[src/sv/energy_meter_frame_receiver_macros.svh]
// ---------------------------------------------------------------------------
// Energy meter frame receiver assertion macros
// Concurrent assertion wrappers, empty when synthesizing.
// ---------------------------------------------------------------------------
`ifndef ENERGY_METER_FRAME_RECEIVER_MACROS_SVH
`define ENERGY_METER_FRAME_RECEIVER_MACROS_SVH

`ifndef SYNTHESIS
`define EMFR_ASSERT(lbl, clk, rstn, prop, msg) \
    lbl: assert property (@(posedge clk) disable iff (!rstn) prop) else $error(msg);
`define EMFR_NEVER(lbl, clk, rstn, expr, msg) \
    lbl: assert property (@(posedge clk) disable iff (!rstn) !(expr)) else $error(msg);
`else
`define EMFR_ASSERT(lbl, clk, rstn, prop, msg)
`define EMFR_NEVER(lbl, clk, rstn, expr, msg)
`endif

`endif

[src/sv/emfr_pkg.sv]
// ---------------------------------------------------------------------------
// Energy meter frame receiver package
// Shared constants, register codes and the frame handoff record.
// ---------------------------------------------------------------------------
package emfr_pkg;

    localparam int DEFAULT_FRAME_LENGTH  = 24;
    localparam int DEFAULT_ADDRESS_SLOTS = 4;

    localparam int ADDR_REGS     = 4;
    localparam int FIELD_BYTES   = 15;
    localparam int FIELD_CNT_W   = 4;
    localparam int FIELD_BITS    = FIELD_BYTES * 8;
    localparam logic [7:0] CHECKSUM_SEED = 8'h55;

    typedef enum logic [2:0] {
        REG_ADDRESS_COUNT    = 3'd0,
        REG_DEVICE_ADDRESS_0 = 3'd1,
        REG_DEVICE_ADDRESS_1 = 3'd2,
        REG_DEVICE_ADDRESS_2 = 3'd3,
        REG_DEVICE_ADDRESS_3 = 3'd4
    } reg_idx_t;

    typedef struct packed {
        logic       valid;
        logic       bank;
        logic [1:0] slot;
        logic       ok;
    } frame_done_t;

endpackage

[src/sv/energy_meter_frame_receiver.sv]
// ---------------------------------------------------------------------------
// Energy meter frame receiver
// Address hunt, running checksum and frame capture over a meter byte stream.
// ---------------------------------------------------------------------------
// Usage:
//   s_ channel carries one received serial byte per beat (s_rx_byte).
//   Idle bytes are dropped until one equals an enabled device address; that
//   byte opens a frame of FRAME_LENGTH bytes. The last byte is the checksum.
//   m_ channel carries one beat per finished frame: slot, frame_ok and the
//   five 24-bit readings from bytes 1 to 15, big-endian.
//   Throughput: one byte per cycle while s_ready is high. Frames are written
//   into a two-bank memory; the finished bank is drained one byte per cycle
//   through the memory read port and the assembly register into the result
//   register. The next frame fills the other bank meanwhile.
//   s_ready drops only on the last byte of a frame while the previous frame
//   is still being drained or waiting to enter the result register.
//   A stalled m_ready holds the result register and, through the drain, the
//   input on the following frame's last byte.
//   Reset clears the register file, the byte position and the pipeline;
//   the frame memory needs no clearing.
//   Configuration: APB registers at 4*i; write only while idle.
// ---------------------------------------------------------------------------
module energy_meter_frame_receiver #(
    parameter int FRAME_LENGTH  = emfr_pkg::DEFAULT_FRAME_LENGTH,
    parameter int ADDRESS_SLOTS = emfr_pkg::DEFAULT_ADDRESS_SLOTS
) (
    input  logic               aclk,
    input  logic               aresetn,
    input  logic               psel,
    input  logic               penable,
    input  logic               pwrite,
    input  logic [4:0]         paddr,
    input  logic [31:0]        pwdata,
    output logic [31:0]        prdata,
    output logic               pready,
    input  logic               s_valid,
    output logic               s_ready,
    input  logic [7:0]         s_rx_byte,
    output logic               m_valid,
    input  logic               m_ready,
    output logic [1:0]         m_slot,
    output logic               m_frame_ok,
    output logic [23:0]        m_voltage_raw,
    output logic signed [23:0] m_current_a_raw,
    output logic signed [23:0] m_current_b_raw,
    output logic signed [23:0] m_power_a_raw,
    output logic signed [23:0] m_power_b_raw
);

    localparam int PW = $clog2(FRAME_LENGTH);
    localparam int NR = emfr_pkg::ADDR_REGS;
    localparam int SLOT_LIMIT = (ADDRESS_SLOTS < NR) ? ADDRESS_SLOTS : NR;
    localparam logic [PW-1:0] LAST_POS = PW'(FRAME_LENGTH - 1);

    logic [2:0]    address_count_reg;
    logic [7:0]    device_address_reg [NR];
    logic [PW-1:0] pos_reg;
    logic [7:0]    sum_reg;
    logic [1:0]    slot_reg;
    logic          bank_reg;

    logic                  cfg_wr;
    logic [2:0]            cfg_idx;
    logic [2:0]            count_eff;
    logic                  hit;
    logic [1:0]            hit_slot;
    logic                  accept;
    logic                  unload_busy;
    emfr_pkg::frame_done_t done;

    assign pready  = 1'b1;
    assign cfg_wr  = psel && penable && pwrite;
    assign cfg_idx = paddr[4:2];

    always_ff @(posedge aclk) begin
        if (!aresetn) begin
            address_count_reg <= '0;
            for (int i = 0; i < NR; i++) begin
                device_address_reg[i] <= '0;
            end
        end else if (cfg_wr) begin
            unique case (cfg_idx)
                emfr_pkg::REG_ADDRESS_COUNT:    address_count_reg     <= pwdata[2:0];
                emfr_pkg::REG_DEVICE_ADDRESS_0: device_address_reg[0] <= pwdata[7:0];
                emfr_pkg::REG_DEVICE_ADDRESS_1: device_address_reg[1] <= pwdata[7:0];
                emfr_pkg::REG_DEVICE_ADDRESS_2: device_address_reg[2] <= pwdata[7:0];
                emfr_pkg::REG_DEVICE_ADDRESS_3: device_address_reg[3] <= pwdata[7:0];
                default: ;
            endcase
        end
    end

    always_comb begin
        unique case (cfg_idx)
            emfr_pkg::REG_ADDRESS_COUNT:    prdata = {29'd0, address_count_reg};
            emfr_pkg::REG_DEVICE_ADDRESS_0: prdata = {24'd0, device_address_reg[0]};
            emfr_pkg::REG_DEVICE_ADDRESS_1: prdata = {24'd0, device_address_reg[1]};
            emfr_pkg::REG_DEVICE_ADDRESS_2: prdata = {24'd0, device_address_reg[2]};
            emfr_pkg::REG_DEVICE_ADDRESS_3: prdata = {24'd0, device_address_reg[3]};
            default:                        prdata = '0;
        endcase
    end

    assign count_eff = (address_count_reg > 3'(SLOT_LIMIT)) ? 3'(SLOT_LIMIT)
                                                            : address_count_reg;

    // lowest matching slot wins
    always_comb begin
        hit      = 1'b0;
        hit_slot = '0;
        for (int i = NR - 1; i >= 0; i--) begin
            if ((3'(i) < count_eff) && (device_address_reg[i] == s_rx_byte)) begin
                hit      = 1'b1;
                hit_slot = 2'(i);
            end
        end
    end

    assign s_ready = !((pos_reg == LAST_POS) && unload_busy);
    assign accept  = s_valid && s_ready;

    assign done.valid = accept && (pos_reg == LAST_POS);
    assign done.bank  = bank_reg;
    assign done.slot  = slot_reg;
    assign done.ok    = ((~sum_reg) == s_rx_byte);

    always_ff @(posedge aclk) begin
        if (!aresetn) begin
            pos_reg  <= '0;
            slot_reg <= '0;
            bank_reg <= 1'b0;
        end else if (accept) begin
            if (pos_reg == '0) begin
                if (hit) begin
                    pos_reg  <= PW'(1);
                    sum_reg  <= emfr_pkg::CHECKSUM_SEED + s_rx_byte;
                    slot_reg <= hit_slot;
                end
            end else if (pos_reg == LAST_POS) begin
                pos_reg  <= '0;
                bank_reg <= !bank_reg;
            end else begin
                pos_reg <= pos_reg + PW'(1);
                sum_reg <= sum_reg + s_rx_byte;
            end
        end
    end

    emfr_unload #(
        .FRAME_LENGTH(FRAME_LENGTH),
        .PW          (PW)
    ) u_unload (
        .aclk           (aclk),
        .aresetn        (aresetn),
        .wr_en          (accept && ((pos_reg != '0) || hit)),
        .wr_bank        (bank_reg),
        .wr_pos         (pos_reg),
        .wr_data        (s_rx_byte),
        .done           (done),
        .busy           (unload_busy),
        .m_valid        (m_valid),
        .m_ready        (m_ready),
        .m_slot         (m_slot),
        .m_frame_ok     (m_frame_ok),
        .m_voltage_raw  (m_voltage_raw),
        .m_current_a_raw(m_current_a_raw),
        .m_current_b_raw(m_current_b_raw),
        .m_power_a_raw  (m_power_a_raw),
        .m_power_b_raw  (m_power_b_raw)
    );

endmodule

[src/sv/emfr_unload.sv]
// ---------------------------------------------------------------------------
// Energy meter frame unload
// Double-banked frame memory; drains the reading bytes of a finished frame
// into the result register while the next frame fills the other bank.
// ---------------------------------------------------------------------------
`include "energy_meter_frame_receiver_macros.svh"

module emfr_unload #(
    parameter int FRAME_LENGTH = emfr_pkg::DEFAULT_FRAME_LENGTH,
    parameter int PW = $clog2(FRAME_LENGTH)
) (
    input  logic                  aclk,
    input  logic                  aresetn,
    input  logic                  wr_en,
    input  logic                  wr_bank,
    input  logic [PW-1:0]         wr_pos,
    input  logic [7:0]            wr_data,
    input  emfr_pkg::frame_done_t done,
    output logic                  busy,
    output logic                  m_valid,
    input  logic                  m_ready,
    output logic [1:0]            m_slot,
    output logic                  m_frame_ok,
    output logic [23:0]           m_voltage_raw,
    output logic signed [23:0]    m_current_a_raw,
    output logic signed [23:0]    m_current_b_raw,
    output logic signed [23:0]    m_power_a_raw,
    output logic signed [23:0]    m_power_b_raw
);

    localparam int DEPTH = 2 * FRAME_LENGTH;
    localparam int AW    = $clog2(DEPTH);
    localparam int CW    = emfr_pkg::FIELD_CNT_W;
    localparam int FB    = emfr_pkg::FIELD_BITS;

    logic [7:0] mem [DEPTH];

    logic          busy_reg;
    logic          bank_reg;
    logic [1:0]    slot_reg;
    logic          ok_reg;
    logic [CW-1:0] rd_cnt_reg;
    logic [CW-1:0] sh_cnt_reg;
    logic          rd_vld_reg;
    logic [7:0]    rd_data_reg;
    logic [FB-1:0] asm_reg;
    logic          m_valid_reg;
    logic [1:0]    m_slot_reg;
    logic          m_ok_reg;
    logic [FB-1:0] m_data_reg;

    logic [AW-1:0] wr_addr;
    logic [AW-1:0] rd_addr;
    logic          rd_issue;
    logic          asm_full;
    logic          handoff;

    assign wr_addr  = AW'(wr_pos) + (wr_bank ? AW'(FRAME_LENGTH) : AW'(0));
    assign rd_addr  = AW'(rd_cnt_reg) + AW'(1) + (bank_reg ? AW'(FRAME_LENGTH) : AW'(0));
    assign rd_issue = busy_reg && (rd_cnt_reg != CW'(emfr_pkg::FIELD_BYTES));
    assign asm_full = busy_reg && (sh_cnt_reg == CW'(emfr_pkg::FIELD_BYTES));
    assign handoff  = asm_full && (!m_valid_reg || m_ready);

    always_ff @(posedge aclk) begin
        if (wr_en) begin
            mem[wr_addr] <= wr_data;
        end
        if (rd_issue) begin
            rd_data_reg <= mem[rd_addr];
        end
    end

    always_ff @(posedge aclk) begin
        if (!aresetn) begin
            busy_reg    <= 1'b0;
            rd_cnt_reg  <= '0;
            sh_cnt_reg  <= '0;
            rd_vld_reg  <= 1'b0;
            m_valid_reg <= 1'b0;
        end else begin
            rd_vld_reg <= rd_issue;
            if (rd_issue) begin
                rd_cnt_reg <= rd_cnt_reg + CW'(1);
            end
            if (rd_vld_reg) begin
                asm_reg    <= {asm_reg[FB-9:0], rd_data_reg};
                sh_cnt_reg <= sh_cnt_reg + CW'(1);
            end
            if (done.valid) begin
                busy_reg   <= 1'b1;
                bank_reg   <= done.bank;
                slot_reg   <= done.slot;
                ok_reg     <= done.ok;
                rd_cnt_reg <= '0;
                sh_cnt_reg <= '0;
            end else if (handoff) begin
                busy_reg <= 1'b0;
            end
            if (handoff) begin
                m_valid_reg <= 1'b1;
                m_slot_reg  <= slot_reg;
                m_ok_reg    <= ok_reg;
                m_data_reg  <= asm_reg;
            end else if (m_ready) begin
                m_valid_reg <= 1'b0;
            end
        end
    end

    assign busy            = busy_reg;
    assign m_valid         = m_valid_reg;
    assign m_slot          = m_slot_reg;
    assign m_frame_ok      = m_ok_reg;
    assign m_voltage_raw   = m_data_reg[FB-1 -: 24];
    assign m_current_a_raw = $signed(m_data_reg[FB-25 -: 24]);
    assign m_current_b_raw = $signed(m_data_reg[FB-49 -: 24]);
    assign m_power_a_raw   = $signed(m_data_reg[FB-73 -: 24]);
    assign m_power_b_raw   = $signed(m_data_reg[23:0]);

    `EMFR_NEVER(a_done_while_busy, aclk, aresetn, done.valid && busy_reg, "frame done while unload busy")
    `EMFR_ASSERT(a_read_in_unload, aclk, aresetn, rd_vld_reg |-> busy_reg, "read data outside unload")
    `EMFR_ASSERT(a_shift_behind_read, aclk, aresetn, busy_reg |-> (sh_cnt_reg <= rd_cnt_reg), "shift ahead of read")

endmodule

[config.mk]
export PLATFORM = sky130hd
export DESIGN_NAME = energy_meter_frame_receiver
export DESIGN_NICKNAME = d
export VERILOG_FILES = /design/src/sv/emfr_pkg.sv /design/src/sv/energy_meter_frame_receiver.sv /design/src/sv/emfr_unload.sv
export VERILOG_INCLUDE_DIRS = /design/src /design/src/sv
export SDC_FILE = /design/constraint.sdc
export NUM_CORES = 1
export LEC_CHECK = 0
export ABC_CLOCK_PERIOD_IN_PS = 20000
export BUFFER_PORTS_ARGS = -buffer_cell sky130_fd_sc_hd__buf_4
export CORE_ASPECT_RATIO = 1.4
export CORE_MARGIN = 2
export CORE_UTILIZATION = 54
export DETAILED_ROUTE_END_ITERATION = 10
export HOLD_SLACK_MARGIN = 0.15
export PLACE_DENSITY = 0.73
export SLEW_MARGIN = 0
export SYNTH_ARGS = -nofsm -noshare
export SYNTH_HDL_FRONTEND = slang
export SYNTH_SLANG_ARGS = --single-unit
[constraint.sdc]
create_clock -name aclk -period 20 [get_ports aclk]
set_clock_uncertainty 0.1 [all_clocks]
set_input_delay 4 -clock aclk [delete_from_list [all_inputs] [get_ports aclk]]
set_output_delay 4 -clock aclk [all_outputs]
set_load 0.005 [all_outputs]
==> summary.md <==
| Metric | Value |
|---|---|
| Status | `finished, final reports clean` |
| Cts hold-fix bufs | `0` |
| Vias/cell | `about 5.7` |
| Worst r2r path cells | `6` |
| Crit path max fanout | `19` |
| Vias after detailed routing | `roughly 12000` |
| Clock Pin Slew Worst Setup and Hold Paths | `~0.070 ns` |
| Worst hold path depth | `0` |
| Largest net degree at the start of global routing | `71` |
| Ranking of synthesized cells by area | `edfxtp_1 77%, mux4_2 10%, dfxtp_1 1.7%` |
| Final instance area | `roughly 0.03 mm^2` |
| Gpl congestion | `roughly 0.79` |
| Initial Util | `about 54%` |
| Met2 WL | `27000 um` |
| Post-DP HPWL | `between 30000 and 40000 um` |
| Hold WC Path Type | `flop to flop` |
| Worst path depth | `5` |
| Worst Tran Pin Value | `1.29 ns` |
| Worst path cell trace | `buf_4, nor2b_1, a22oi_1, o21ai_0, buf_4` |
| Endpoints failing setup | `0` |
| Synthesized cell area | `roughly 0.027 mm^2` |
| Max H-tree Level | `2` |
| Root Buffer | `clkbuf_16` |
| Worst setup path start | `paddr[3]` |
| Mux cell area share after synthesis | `11.1%` |
| Worst Path Arrival | `slightly above 5 ns` |
| Clk_lat worst skew | `0.61 ns` |
| P_leak | `around 10 nW` |
| Critical Path Sink Type | `primary output` |
| CP bufs+invs | `2` |
| Slew Limit Headroom | `13.4%` |
| Total number of yosys warnings | `0` |
| MaxCap Viol Count | `0` |
| RR Startpoint | `u_unload.rd_cnt_reg[0]$_SDFFE_PP0P_` |
| Wirelength per Cell | `23.2 um` |
| Syn avg cell area | `20.7 um^2` |
| Combinational family with the most area after synthesis | `multiplexers` |
| FF+latch area | `0.0208 mm^2` |
| Crit share post-route | `46.5%` |
| Area after DPL | `0.0284 mm^2` |
| Setup TNS | `0 ns` |
| Vias in the first global route | `roughly 13000` |
| Top Ports | `210` |
| Yosys top cell area share | `about 77%` |
| WL met1 | `between 15000 and 20000 um` |
| Post-CTS sizing | `0` |
| Post-CTS Setup Bufs | `0` |
| DIE AREA | `a little over 0.05 mm^2` |
| Port Buffers | `approximately 160` |
| Simple-gate share of the synthesized area | `4.42%` |
| RSZ-0062 raised after global routing | `false` |
| Compound-Gate Fraction of Synth Area | `under 10%` |
| Post-synth top area cell | `edfxtp_1` |
| Met3 wire len | `around 3000 um` |
| Crit path max-delay family | `buffers and inverters` |
| Synth unique cells | `48` |
| Fraction of registers with async set/reset | `0%` |
| Die Wd | `191 um` |
| Register area share after synthesis | `78.4%` |
| Layout fillers | `about 3300` |
| Terminus of the critical flop-to-flop path | `u_unload.rd_data_reg[5]$_DFFE_PP_` |
| Detail Route Antenna Nets | `0` |
| Final slew viol count | `0` |
| Vert. Die Dim | `266 um` |
| Num rows | `96` |
| R2r setup slk | `approximately 16 ns` |
| Crit path kind | `input pin to primary output` |
| Peak supply drop | `0.0712 mV` |
| DRC viols | `0` |
| Most frequent cell on the critical path | `buf_4` |
| # nets final | `approximately 1500` |
| CP Launch Type | `input pin` |
| Initial antenna violation count | `0` |
| Clk sink count | `approximately 700` |
| Hold WS | `about 0.32 ns` |
| Slowest CP cell | `nor2b_1` |
| Fmax | `108 MHz` |
| #FFs+latches synth | `701` |
| Synth top cells by count | `679 x edfxtp_1, 120 x mux4_2, 49 x nor3_1` |
| Largest register FFs | `~380` |
| Drt pass-1 iters | `5` |
| Ant. Diodes | `0` |
| Top-count cell post-synth | `edfxtp_1` |
| Cell Pwr Density | `approximately 90 mW/mm^2` |
| Max clock buf depth | `3` |
| Gr ovfl total | `0` |
| Top sig layer | `met4` |
| Crit path largest cell delay | `roughly 0.36 ns` |
| Total power | `about 2.8 mW` |
| Post-synth EDFFs | `a little under 700` |
| Core Area | `0.0488 mm^2` |
| Hold path startpoint | `u_unload.rd_data_reg[3]$_DFFE_PP_` |
| Share of layout cells above drive strength 1 | `28.6%` |
| Multi-input gate area | `between 0.005 and 0.006 mm^2` |
| Final Hold Fails | `0` |
| CTS tree | `done` |
| Initial DRC count | `932` |
| Xor and xnor area share after synthesis | `~1.8%` |
| Area delta synth->final | `14.6%` |
| Tot GR Track Use | `between 10% and 20%` |
| DP Cell Count | `around 2100` |
| Post-Layout Cell Count | `2167` |
| Wire length of the first global-routing pass | `75200 um` |
| Commonest register cell after synthesis | `edfxtp_1` |
| Worst Path Required | `roughly 16 ns` |
| End of the worst hold path | `u_unload.asm_reg[3]$_DFFE_PP_` |
| DRT Wirelength | `50200 um` |
| Synth Area in Adders | `less than 1%` |
| Post-Syn Instances | `between 1000 and 1500` |
| Final min period | `9.29 ns` |
| Inserted Clock Buffers | `60` |
-- layout by cell type (no fill, tap or decap), types with 16 or more instances in the layout --
cell type,instances
clkbuf_16,61
nor3_1,48
conb_1,25
and2_1,33
buf_4,192
mux4_2,120
xnor2_1,24
a21oi_1,23
nor2_1,36
nand2_1,19
dfxtp_1,21
edfxtp_1,679
xor2_1,29
mux2i_1,18
clkbuf_1,16
-- metrics by stage --
stage	worst slack, ns	util (%)
2_1_floorplan	9.61	-
3_3_place_gp	10.74	58.3
3_5_place_dp	10.74	58.3
4_1_cts	10.73	62.4
5_1_grt	10.64	62.4
6_report	10.71	62.4
-- worst register-to-register path, stage by stage, from the launching register on --
cell and delay [ns]:
dfxtp_4 0.69, buf_4 0.77, buf_4 0.73, mux4_2 0.64, mux4_2 0.53, mux2i_1 0.18
a21oi_1 0.10
-- cell families (layout without fill, tap and decap cells) --
logic type      Yosys count  after routing
flops                   701            701
simple gates            210            210
mux                     143            143
buf+inv                  99            321
compound gates           59             59
xor+xnor                 54             54
fa+ha+maj                17             17
other cells               2             25
-- metal layers --
metal / vias up / track usage, %
met5: - / 0
met2: 447 / 36.0
met4: 0 / 5.45
li1: 5474 / -
met3: 73 / 2.60
met1: 6360 / 25.1
-- layout make-up --
class	instances	area share, %
Clock buffer	77	5.21
Clock inverter	37	1.27
Inverter	15	0.185
Multi-Input combinational cell	508	17.5
Sequential cell	701	68.5
Tap cell	637	2.62
Timing Repair Buffer	192	4.74
-- worst max-delay path by stage --
stage / to / slack, ns
floorplan: u_unload.m_data_reg[0]$_DFFE_PP_ / 9.61
global placement: prdata[3] / 10.74
detailed placement: prdata[4] / 10.74
CTS: prdata[4] / 10.73
global route: prdata[4] / 10.64
finish: prdata[4] / 10.71
-- where the power goes --
group | total [mW] | internal [mW] | switching, mW | leakage [nW]
Clock | 1.15 | 0.644 | 0.507 | 0.945
Sequential | 1.61 | 1.60 | 0.00290 | 6.29
Combinational | 0.0458 | 0.0145 | 0.0313 | 2.52
Total | 2.80 | 2.26 | 0.541 | 9.76
Note: power is estimated with default switching activity, not from simulation.
